--- src/design/rsvs_pkg.sv ---
// Shared types, widths and codes for the regression split variance score block.
package rsvs_pkg;

  // Configuration of the block
  localparam int MAX_SIDE_SAMPLES = 4096;
  localparam int VALUE_BITS       = 16;

  // Fixed field widths of the transactions
  localparam int TARGET_W = 16;
  localparam int SCORE_W  = 45;
  localparam int ERR_W    = 2;

  // Derived accumulator widths
  localparam int CNT_W  = $clog2(MAX_SIDE_SAMPLES + 1);
  localparam int SUM_W  = VALUE_BITS + $clog2(MAX_SIDE_SAMPLES);
  localparam int SQ_W   = 2 * VALUE_BITS - 1 + $clog2(MAX_SIDE_SAMPLES);
  localparam int MAG_W  = SUM_W;
  localparam int PROD_W = 2 * MAG_W;
  localparam int STEP_W = $clog2(PROD_W);
  localparam int SAT_W  = (SQ_W + 1 > SCORE_W) ? SQ_W + 1 : SCORE_W;

  // Result error codes
  localparam logic [ERR_W-1:0] ERR_NONE     = 2'd0;
  localparam logic [ERR_W-1:0] ERR_EMPTY    = 2'd1;
  localparam logic [ERR_W-1:0] ERR_OVERFLOW = 2'd2;

  typedef struct packed {
    logic                       side;
    logic signed [TARGET_W-1:0] target_value;
    logic                       last;
  } sample_t;

  typedef struct packed {
    logic signed [SCORE_W-1:0] score;
    logic [ERR_W-1:0]          error_code;
  } result_t;

endpackage

--- src/design/regression_split_variance_score.sv ---
// Variance-reduction split score: per-side accumulators and a bit-serial square/divide sequencer.
//
//   channel   direction  handshake                    payload
//   sample    in         sample_valid / sample_ready  rsvs_pkg::sample_t (side, target_value, last)
//   result    out        result_valid / result_ready  rsvs_pkg::result_t (score, error_code)
//
// Samples without last are taken one per cycle; each is registered and added into its side's
// count, sum and sum of squares in the following cycle.
// A sample with last closes the split: after it, the sequencer squares each side's sum with a
// shift-add unit and divides the square by the count with a restoring divider, rounding up,
// then subtracts it from the sum of squares and adds the result into the total. An error
// result skips this arithmetic and goes straight to the output state.
// sample_ready stays low from the last sample until the result is loaded into the output
// register; a stalled result holds the block in its output state until taken.
// rst is synchronous and clears all accumulators, the sequencer and the output valid.
module regression_split_variance_score (
  input  logic              clk,
  input  logic              rst,
  input  logic              sample_valid,
  output logic              sample_ready,
  input  rsvs_pkg::sample_t sample,
  output logic              result_valid,
  input  logic              result_ready,
  output rsvs_pkg::result_t result
);

  localparam int CNT_W  = rsvs_pkg::CNT_W;
  localparam int SUM_W  = rsvs_pkg::SUM_W;
  localparam int SQ_W   = rsvs_pkg::SQ_W;
  localparam int MAG_W  = rsvs_pkg::MAG_W;
  localparam int PROD_W = rsvs_pkg::PROD_W;
  localparam int STEP_W = rsvs_pkg::STEP_W;
  localparam int SAT_W  = rsvs_pkg::SAT_W;
  localparam int VB     = rsvs_pkg::VALUE_BITS;
  localparam int SCW    = rsvs_pkg::SCORE_W;

  localparam logic [CNT_W-1:0] SIDE_MAX    = CNT_W'(rsvs_pkg::MAX_SIDE_SAMPLES);
  localparam logic [SAT_W:0]   SCORE_LIMIT = (SAT_W + 1)'(1) << (SCW - 1);

  // One-hot sequencer states
  typedef enum logic [6:0] {
    ST_ACCUM   = 7'b0000001,  // stream samples into the accumulators
    ST_EVAL    = 7'b0000010,  // check errors, load the left side
    ST_SQUARE  = 7'b0000100,  // shift-add: sum * sum
    ST_DIVIDE  = 7'b0001000,  // restoring divide by the count
    ST_DEVIATE = 7'b0010000,  // sumsq - ceil(sum^2 / count)
    ST_ADD     = 7'b0100000,  // add into the total, move to the next side
    ST_OUTPUT  = 7'b1000000   // load the result register, clear for the next split
  } state_t;

  state_t state;
  state_t state_next;

  // Sample pipeline register
  logic                 pend_valid;
  logic                 pend_side;
  logic                 pend_last;
  logic signed [VB-1:0] pend_value;

  // Per-side accumulators
  logic [CNT_W-1:0]        left_count;
  logic [CNT_W-1:0]        right_count;
  logic signed [SUM_W-1:0] left_sum;
  logic signed [SUM_W-1:0] right_sum;
  logic [SQ_W-1:0]         left_square_sum;
  logic [SQ_W-1:0]         right_square_sum;
  logic                    overflow_seen;

  // Shared square/divide datapath
  logic                       sel;
  logic [STEP_W-1:0]          step;
  logic [PROD_W-1:0]          mcand;
  logic [MAG_W-1:0]           mplier;
  logic [PROD_W-1:0]          prod;
  logic [CNT_W-1:0]           rem;
  logic [SQ_W-1:0]            dev;
  logic [SAT_W-1:0]           total;
  logic [rsvs_pkg::ERR_W-1:0] err;

  // Combinational helpers
  logic [VB-1:0]           raw_value;
  logic [VB-1:0]           pend_mag;
  logic [2*VB-1:0]         pend_sq;
  logic                    side_full;
  logic [CNT_W-1:0]        div;
  logic [SQ_W-1:0]         sq_sel;
  logic [CNT_W+1:0]        trial;
  logic                    qbit;
  logic [PROD_W-1:0]       ceil_q;
  logic [PROD_W-1:0]       sq_ext;
  logic [SAT_W:0]          tot_sum;
  logic [SCW-1:0]          neg_total;
  logic                    accept;
  logic                    out_load;
  logic                    empty_side;

  function automatic logic [MAG_W-1:0] sum_mag(input logic signed [SUM_W-1:0] s);
    logic [MAG_W-1:0] m;
    m = s[SUM_W-1] ? MAG_W'(-s) : MAG_W'(s);
    return m;
  endfunction

  assign sample_ready = (state == ST_ACCUM) && !(pend_valid && pend_last);
  assign accept       = sample_valid && sample_ready;
  assign out_load     = (state == ST_OUTPUT) && (!result_valid || result_ready);
  assign empty_side   = (left_count == '0) || (right_count == '0);

  // Take the low VALUE_BITS of the target and sign-extend from their top bit
  assign raw_value = VB'($unsigned(sample.target_value));
  assign pend_mag  = pend_value[VB-1] ? VB'(-pend_value) : VB'(pend_value);
  assign pend_sq   = pend_mag * pend_mag;
  assign side_full = pend_side ? (right_count >= SIDE_MAX) : (left_count >= SIDE_MAX);

  assign div    = sel ? right_count : left_count;
  assign sq_sel = sel ? right_square_sum : left_square_sum;

  assign trial  = {1'b0, rem, prod[PROD_W-1]} - {2'b00, div};
  assign qbit   = !trial[CNT_W+1];
  assign ceil_q = prod + PROD_W'(rem != '0);
  assign sq_ext = PROD_W'(sq_sel);

  assign tot_sum   = (SAT_W + 1)'(total) + (SAT_W + 1)'(dev);
  assign neg_total = SCW'(0) - total[SCW-1:0];

  always_comb begin
    state_next = state;
    case (state)
      ST_ACCUM: begin
        if (pend_valid && pend_last) begin
          state_next = ST_EVAL;
        end
      end
      ST_EVAL: begin
        if (overflow_seen || empty_side) begin
          state_next = ST_OUTPUT;
        end else begin
          state_next = ST_SQUARE;
        end
      end
      ST_SQUARE: begin
        if (step == STEP_W'(MAG_W - 1)) begin
          state_next = ST_DIVIDE;
        end
      end
      ST_DIVIDE: begin
        if (step == STEP_W'(PROD_W - 1)) begin
          state_next = ST_DEVIATE;
        end
      end
      ST_DEVIATE: begin
        state_next = ST_ADD;
      end
      ST_ADD: begin
        state_next = sel ? ST_OUTPUT : ST_SQUARE;
      end
      ST_OUTPUT: begin
        if (out_load) begin
          state_next = ST_ACCUM;
        end
      end
      default: begin
        state_next = ST_ACCUM;
      end
    endcase
  end

  // Control state and accumulators
  always_ff @(posedge clk) begin
    if (rst) begin
      state            <= ST_ACCUM;
      pend_valid       <= 1'b0;
      result_valid     <= 1'b0;
      left_count       <= '0;
      right_count      <= '0;
      left_sum         <= '0;
      right_sum        <= '0;
      left_square_sum  <= '0;
      right_square_sum <= '0;
      overflow_seen    <= 1'b0;
    end else begin
      state      <= state_next;
      pend_valid <= accept;

      // Accumulate the registered sample; drop it if its side is full
      if (state == ST_ACCUM && pend_valid) begin
        if (side_full) begin
          overflow_seen <= 1'b1;
        end else if (pend_side) begin
          right_count      <= right_count + CNT_W'(1);
          right_sum        <= right_sum + SUM_W'(pend_value);
          right_square_sum <= right_square_sum + SQ_W'(pend_sq);
        end else begin
          left_count      <= left_count + CNT_W'(1);
          left_sum        <= left_sum + SUM_W'(pend_value);
          left_square_sum <= left_square_sum + SQ_W'(pend_sq);
        end
      end

      // Hand off the result and clear for the next split
      if (out_load) begin
        result_valid     <= 1'b1;
        left_count       <= '0;
        right_count      <= '0;
        left_sum         <= '0;
        right_sum        <= '0;
        left_square_sum  <= '0;
        right_square_sum <= '0;
        overflow_seen    <= 1'b0;
      end else if (result_ready) begin
        result_valid <= 1'b0;
      end
    end
  end

  // Payload and shared datapath
  always_ff @(posedge clk) begin
    if (accept) begin
      pend_side  <= sample.side;
      pend_last  <= sample.last;
      pend_value <= $signed(raw_value);
    end

    case (state)
      ST_EVAL: begin
        if (overflow_seen) begin
          err <= rsvs_pkg::ERR_OVERFLOW;
        end else if (empty_side) begin
          err <= rsvs_pkg::ERR_EMPTY;
        end else begin
          err <= rsvs_pkg::ERR_NONE;
        end
        total  <= '0;
        sel    <= 1'b0;
        step   <= '0;
        prod   <= '0;
        mcand  <= PROD_W'(sum_mag(left_sum));
        mplier <= sum_mag(left_sum);
      end
      ST_SQUARE: begin
        if (mplier[0]) begin
          prod <= prod + mcand;
        end
        mcand  <= mcand << 1;
        mplier <= mplier >> 1;
        rem    <= '0;
        if (step == STEP_W'(MAG_W - 1)) begin
          step <= '0;
        end else begin
          step <= step + STEP_W'(1);
        end
      end
      ST_DIVIDE: begin
        if (qbit) begin
          rem <= trial[CNT_W-1:0];
        end else begin
          rem <= {rem[CNT_W-2:0], prod[PROD_W-1]};
        end
        prod <= {prod[PROD_W-2:0], qbit};
        step <= step + STEP_W'(1);
      end
      ST_DEVIATE: begin
        dev <= (sq_ext >= ceil_q) ? SQ_W'(sq_ext - ceil_q) : '0;
      end
      ST_ADD: begin
        total  <= (tot_sum > SCORE_LIMIT) ? SAT_W'(SCORE_LIMIT) : tot_sum[SAT_W-1:0];
        sel    <= 1'b1;
        step   <= '0;
        prod   <= '0;
        mcand  <= PROD_W'(sum_mag(right_sum));
        mplier <= sum_mag(right_sum);
      end
      ST_OUTPUT: begin
        if (out_load) begin
          result.error_code <= err;
          result.score      <= (err == rsvs_pkg::ERR_NONE) ? $signed(neg_total) : '0;
        end
      end
      default: begin
      end
    endcase
  end

  // Checks
  a_err_zero_score: assert property (@(posedge clk) disable iff (rst)
    result_valid && result.error_code != rsvs_pkg::ERR_NONE |-> result.score == '0)
    else $error("error result carries a nonzero score");

  a_score_nonpos: assert property (@(posedge clk) disable iff (rst)
    result_valid |-> (result.score[SCW-1] || result.score == '0))
    else $error("score is positive");

  a_busy_not_ready: assert property (@(posedge clk) disable iff (rst)
    state != ST_ACCUM |-> !sample_ready)
    else $error("sample taken while the sequencer is busy");

  a_count_bound: assert property (@(posedge clk) disable iff (rst)
    left_count <= SIDE_MAX && right_count <= SIDE_MAX)
    else $error("side count beyond its limit");

  a_load_clears: assert property (@(posedge clk) disable iff (rst)
    out_load |=> left_count == '0 && right_count == '0 && !overflow_seen && result_valid)
    else $error("split not cleared when the result was loaded");

endmodule
--- config.mk ---
export PLATFORM = sky130hd
export DESIGN_NAME = regression_split_variance_score
export DESIGN_NICKNAME = d
export VERILOG_FILES = /design/src/design/rsvs_pkg.sv /design/src/design/regression_split_variance_score.sv
export SDC_FILE = /design/constraint.sdc
export NUM_CORES = 2
export LEC_CHECK = 0
export BUFFER_PORTS_ARGS = -buffer_cell sky130_fd_sc_hd__clkbuf_2
export CAP_MARGIN = 15
export CORE_MARGIN = 10
export CORE_UTILIZATION = 44
export DETAILED_ROUTE_END_ITERATION = 12
export GPL_TIMING_DRIVEN = 0
export PLACE_DENSITY = 0.65
export SLEW_MARGIN = 20
export SYNTH_ARGS = -nofsm -noshare
export SYNTH_HDL_FRONTEND = slang
export SYNTH_SLANG_ARGS = --single-unit
--- constraint.sdc ---
create_clock -name clk -period 14 [get_ports clk]
set_input_delay 2.8 -clock clk [delete_from_list [all_inputs] [get_ports clk]]
set_output_delay 2.8 -clock clk [all_outputs]
set_load 0.005 [all_outputs]
Word-level counts from Yosys, hierarchy flattened. Cells that the tools add are included.

$add $sub $neg: 16. $mul: 1. Divide/modulo/power cells: 0. Order comparisons: 4. Eq/ne operators: 14. Shifts and indexed selects: 0. Mux-type cells: 27. Bitwise logic cells: 2. Reductions and logical operators: 28.

Operators with widths (count): $pmux W56 S3 (2); $pmux W45 S2 (1); $add A43 B32 Y43 (2); $pmux W28 S3 (1); $add A28 B16 Y28 (2); $add A56 B1 Y56 (1); $add A56 B56 Y56 (1); $ge A43 B56 Y1 (1); $mux W28 (2); $mux W56 (1); $neg A28 Y28 (2); $pmux W7 S7 (1); $add A45 B43 Y46 (1); $gt A46 B45 Y1 const B (1); $mux W45 (1); $sub A1 B45 Y45 const A (1); $mux W43 (1); $sub A43 B43 Y43 (1); $mux W7 (6); $mul A16 B16 Y32 (1); $add A13 B1 Y13 const B (2); $ge A13 B13 Y1 const B (2); $logic_not A13 Y1 (2); $mux W13 (2); other kinds (32) (54).

Bits in registers: 493. Bits in latches: 0. Bits in writable memories: 0. Memory bits (read-only): 0. Bits of input ports: 22. Output and inout bits: 49. Word-level logic and storage cells: 116. Memories kept: 0.

Logic depth before layout (Yosys ltp).
Depth in word-level cells: 5. Depth in mapped cells: 43. Gate-level depth less buffers: 42.

Least setup slack after synthesis. OpenSTA, ideal clock, no wires.

Path kind: register to register. Start: register pend_value[0]. End: register left_square_sum[33]. Setup time: 0.128 ns. Data arrival time: 10.032 ns. Slack: 3.841 ns. Cell stages (with the launch flop): 41. Period minus slack after synthesis: 10.159 ns. Cells stage by stage: edfxtp_1 -> clkinv_1 -> clkbuf_1 -> ha_1 -> nand3b_1 -> o31ai_1 -> xor2_1 -> clkinv_1 -> nand2_1 -> inv_1 -> fa_1 -> inv_1 -> fa_1 -> inv_1 -> fa_1 -> inv_1 -> fa_1 -> inv_1 -> [5 not listed] -> a21o_1 -> a21o_1 -> a211oi_1 -> nor2_1 -> nor3_1 -> xnor2_1 -> ha_1 -> and4_1 -> a221o_1 -> a31o_2 -> a221o_1 -> a221o_1 -> a221o_1 -> o31ai_1 -> nor2_1 -> o311ai_0 -> xor2_1 -> nor2_1.

Longest elaborated chain between the ends: 4.

RTL lines: start: declaration (line regression_split_variance_score.sv:58) `logic signed [VB-1:0] pend_value;`; start signal: assignment (line regression_split_variance_score.sv:220) `pend_value <= $signed(raw_value);`; $neg A16 Y16 (line regression_split_variance_score.sv:110) `assign pend_mag = pend_value[VB-1] ? VB'(-pend_value) : VB'(pend_value);`; $mux W16 (*) (line regression_split_variance_score.sv:110); $mul A16 B16 Y32 (*) (line regression_split_variance_score.sv:111) `assign pend_sq = pend_mag * pend_mag;`; $add A43 B32 Y43 (*) (line regression_split_variance_score.sv:195) `left_square_sum <= left_square_sum + SQ_W'(pend_sq);`; end signal: assignment (line regression_split_variance_score.sv:195); end: declaration (line regression_split_variance_score.sv:65) `logic [SQ_W-1:0] left_square_sum;`.

Mark *: on every way between the ends. The rest lies on a longest branch, timed or not. A chain may end at the register's enable or synchronous reset.

Final worst setup path.
Start: register pend_value[0]. End: register right_square_sum[36].

Longest elaborated chain between the ends: 4.

RTL lines: $neg A16 Y16 (line regression_split_variance_score.sv:110); $mux W16 (*) (line regression_split_variance_score.sv:110); $mul A16 B16 Y32 (*) (line regression_split_variance_score.sv:111); $add A43 B32 Y43 (*) (line regression_split_variance_score.sv:191) `right_square_sum <= right_square_sum + SQ_W'(pend_sq);`; end signal: assignment (line regression_split_variance_score.sv:191); end: declaration (line regression_split_variance_score.sv:66) `logic [SQ_W-1:0] right_square_sum;`.

Marked as above.

==> impl_metrics.tcl <==
set metrics [dict create \
    final.period_utilization_pct 91.7 \
    ios 71 \
    grt_pass1_wl_um 187000 \
    skew_ns 0.0361 \
    die_w_um 332 \
    synth-edff-count 315 \
    cts_tree "done" \
    synth_cell_type_count 84 \
    synth_compound_area_share_pct 17.3 \
    crit_family "adder cells" \
    path_max_fanout 10 \
    firstDrtPassIters 6 \
    cp_slowest_cell "edfxtp_1" \
    drv_slew 0 \
    finalHoldViolCount 0 \
    syn_avg_cell_area_um2 8.89 \
    synth_top_area_cell "edfxtp_1" \
    die_y_um 332 \
    viasPerCell 5.64 \
    fin_nets 5538 \
    synth_area_leaders "edfxtp_1 22%, ha_1 11%, dfxtp_1 8.3%" \
    post_cts_buffers 0 \
    crit_path_frequent_cell "inv_1" \
    worst-endpoint-arrival_ns 13.35 \
    final_cell_mix "529 x nand2_1, 409 x nor2_1, 386 x ha_1" \
    stdcell_count 6289 \
    synthFlopType "edfxtp_1" \
    root_buffer "clkbuf_16" \
    rsz0062_at_grt "false" \
    diodes 0 \
    worst_setup_path_end_kind "flop" \
    ctsHoldBuffers 0 \
    path_clk_slew_ns 0.06 \
    dpl.cell_count 6175 \
    fin_util_pct 48.8 \
    cts_resized 0 \
    seqCellArea_um2 13000 \
    synth_xor_area_share_pct 8.98 \
    routed_wl_um 119000 \
    fin_crit_ns 12.83 \
    critPathKind "flop to flop" \
    cpPeakStageDelay_ns 0.80 \
    drcViolationCount 0 \
    cts_sinks 493 \
    grt_max_degree 54 \
    clk_path_buf_depth 3 \
    tightestPinTransition_ns 1.12 \
    numPortBuffers 69 \
    synth_top_area_share_pct 22.2 \
    final_area_um2 47000 \
    start_util_pct 44.3 \
    fmax_ghz 0.0779 \
    gp_congestion 0.940 \
    clock_latency_ns 0.68 \
    synthSimpleGateAreaFrac_pct 17.8 \
    wl_per_cell_um 18.9 \
    synth_top_family_by_area "adder cells" \
    area_delta_synth_final_pct 10.2 \
    dpl_cell_area_um2 44900 \
    nFillCells 9336 \
    syn_inst 4806 \
    slew_headroom_pct 24.7 \
    dp_hpwl_um 93800 \
    mostFrequentLayoutCell "nand2_1" \
    syn-cell-area_um2 42700 \
    drive_gt1_share_pct 5.69 \
    numCtsBuffers 60 \
    muxShareOfSynthArea_pct 1.82 \
    multi_input_area_um2 27900 \
    grt_overflow 0 \
    die-area_um2 110000 \
    h-tree-depth 2 \
    grt_antenna_before_repair 0 \
    ys_warn_count 0 \
    core_region_area_um2 96400 \
    drt-initial-drc-count 2803 \
    synth-seq-cells 493 \
    min_path_type "flop to flop" \
    ys_seq_area_share_pct 30.5 \
    critPathRequiredTime_ns 14.52 \
    startpoint_type "flop" \
    dr_total_vias 35500 \
    run_status "complete, no violations" \
    detail-route-antenna-nets 0 \
    rows 114 \
    setup_viol 0 \
    cap_violations 0 \
    grt_pass1_vias 34000 \
    tns_ns 0 \
    grt.total_usage_pct 20.9 \
    path_buf_inv 10 \
    synth-async-reset-ratio_pct 0 \
    synthAdderAreaFrac_pct 19.2 \
]
cells by family (layout without fill, tap and decap cells):
| logic type | Yosys count | in the layout |
|---|---|---|
| AND/OR/NAND/NOR | 1610 | 1610 |
| AO/OA/AOI/OAI | 1153 | 1153 |
| adder cells (fa/ha/maj) | 555 | 555 |
| flip-flops | 493 | 493 |
| buffers and inverters | 483 | 681 |
| XOR/XNOR | 438 | 438 |
| multiplexers | 72 | 72 |
| other | 2 | 11 |
Yosys cell counts, drive strengths merged (20+ instances only):
cell and n:
xnor2 214, clkbuf 134, a211oi 28, nor2b 47
inv 324, and3 45, fa 169, or2 20
a31oi 31, nor2 410, dfxtp 178, xor2 224
o31ai 44, o21ai 203, o21a 33, nand3 133
nand2b 59, a22o 33, nor3 85, a21o 181
or3 42, a21oi 364, ha 386, mux2i 28
edfxtp 315, o22ai 35, nand2 530, mux2 44
nor4 29, and2 83, nand4 55, o21bai 29
flip-flops by register name, indices dropped and copies added (netlist names), 13 cells and up:
name	cells
mcand	56
prod	56
result	47
total	45
dev	43
left_square_sum	43
right_square_sum	43
left_sum	28
mplier	28
right_sum	28
pend_value	16
left_count	13
rem	13
right_count	13
worst paths after layout:
| check | slack, ns | to | start | cells past startpoint |
|---|---|---|---|---|
| min reg2reg | 0.44 | result[1]$_DFFE_PP_ | err[1]$_SDFFCE_PP1P_ | 0 |
| min | 0.44 | result[1]$_DFFE_PP_ | err[1]$_SDFFCE_PP1P_ | 0 |
| max | 1.17 | right_square_sum[36]$_SDFFE_PP0P_ | pend_value[0]$_DFFE_PP_ | 41 |
| max reg2reg | 1.17 | right_square_sum[36]$_SDFFE_PP0P_ | pend_value[0]$_DFFE_PP_ | 41 |
final cells by class:
cell class / count / area share (%)
inverter: 332 / 2.65
clock buffer: 82 / 3.59
multi-input combinational: 3839 / 59.4
tap: 1276 / 3.39
sequential: 493 / 27.7
clock inverter: 32 / 0.936
timing repair buffer: 84 / 1.13
buffer: 151 / 1.22
stage by stage:
step                setup WS, ns  hold slack (ns)
finish                      1.17            0.443
detailed placement          1.41            0.436
global route               0.662            0.462
CTS                         1.36            0.444
floorplan                   3.84            0.417
global placement            1.45            0.424
metal layers:
layer	up-vias	wire length, um	global-route usage (%)
met5	-	0	0
met4	0	3380	5.95
met3	183	6770	2.84
met2	961	53500	34.0
met1	16900	55100	28.6
li1	17400	-	-
Power is left out: the tool's default activity adds up to more than one toggle a clock period on the data nets, which glitch-free logic cannot reach.
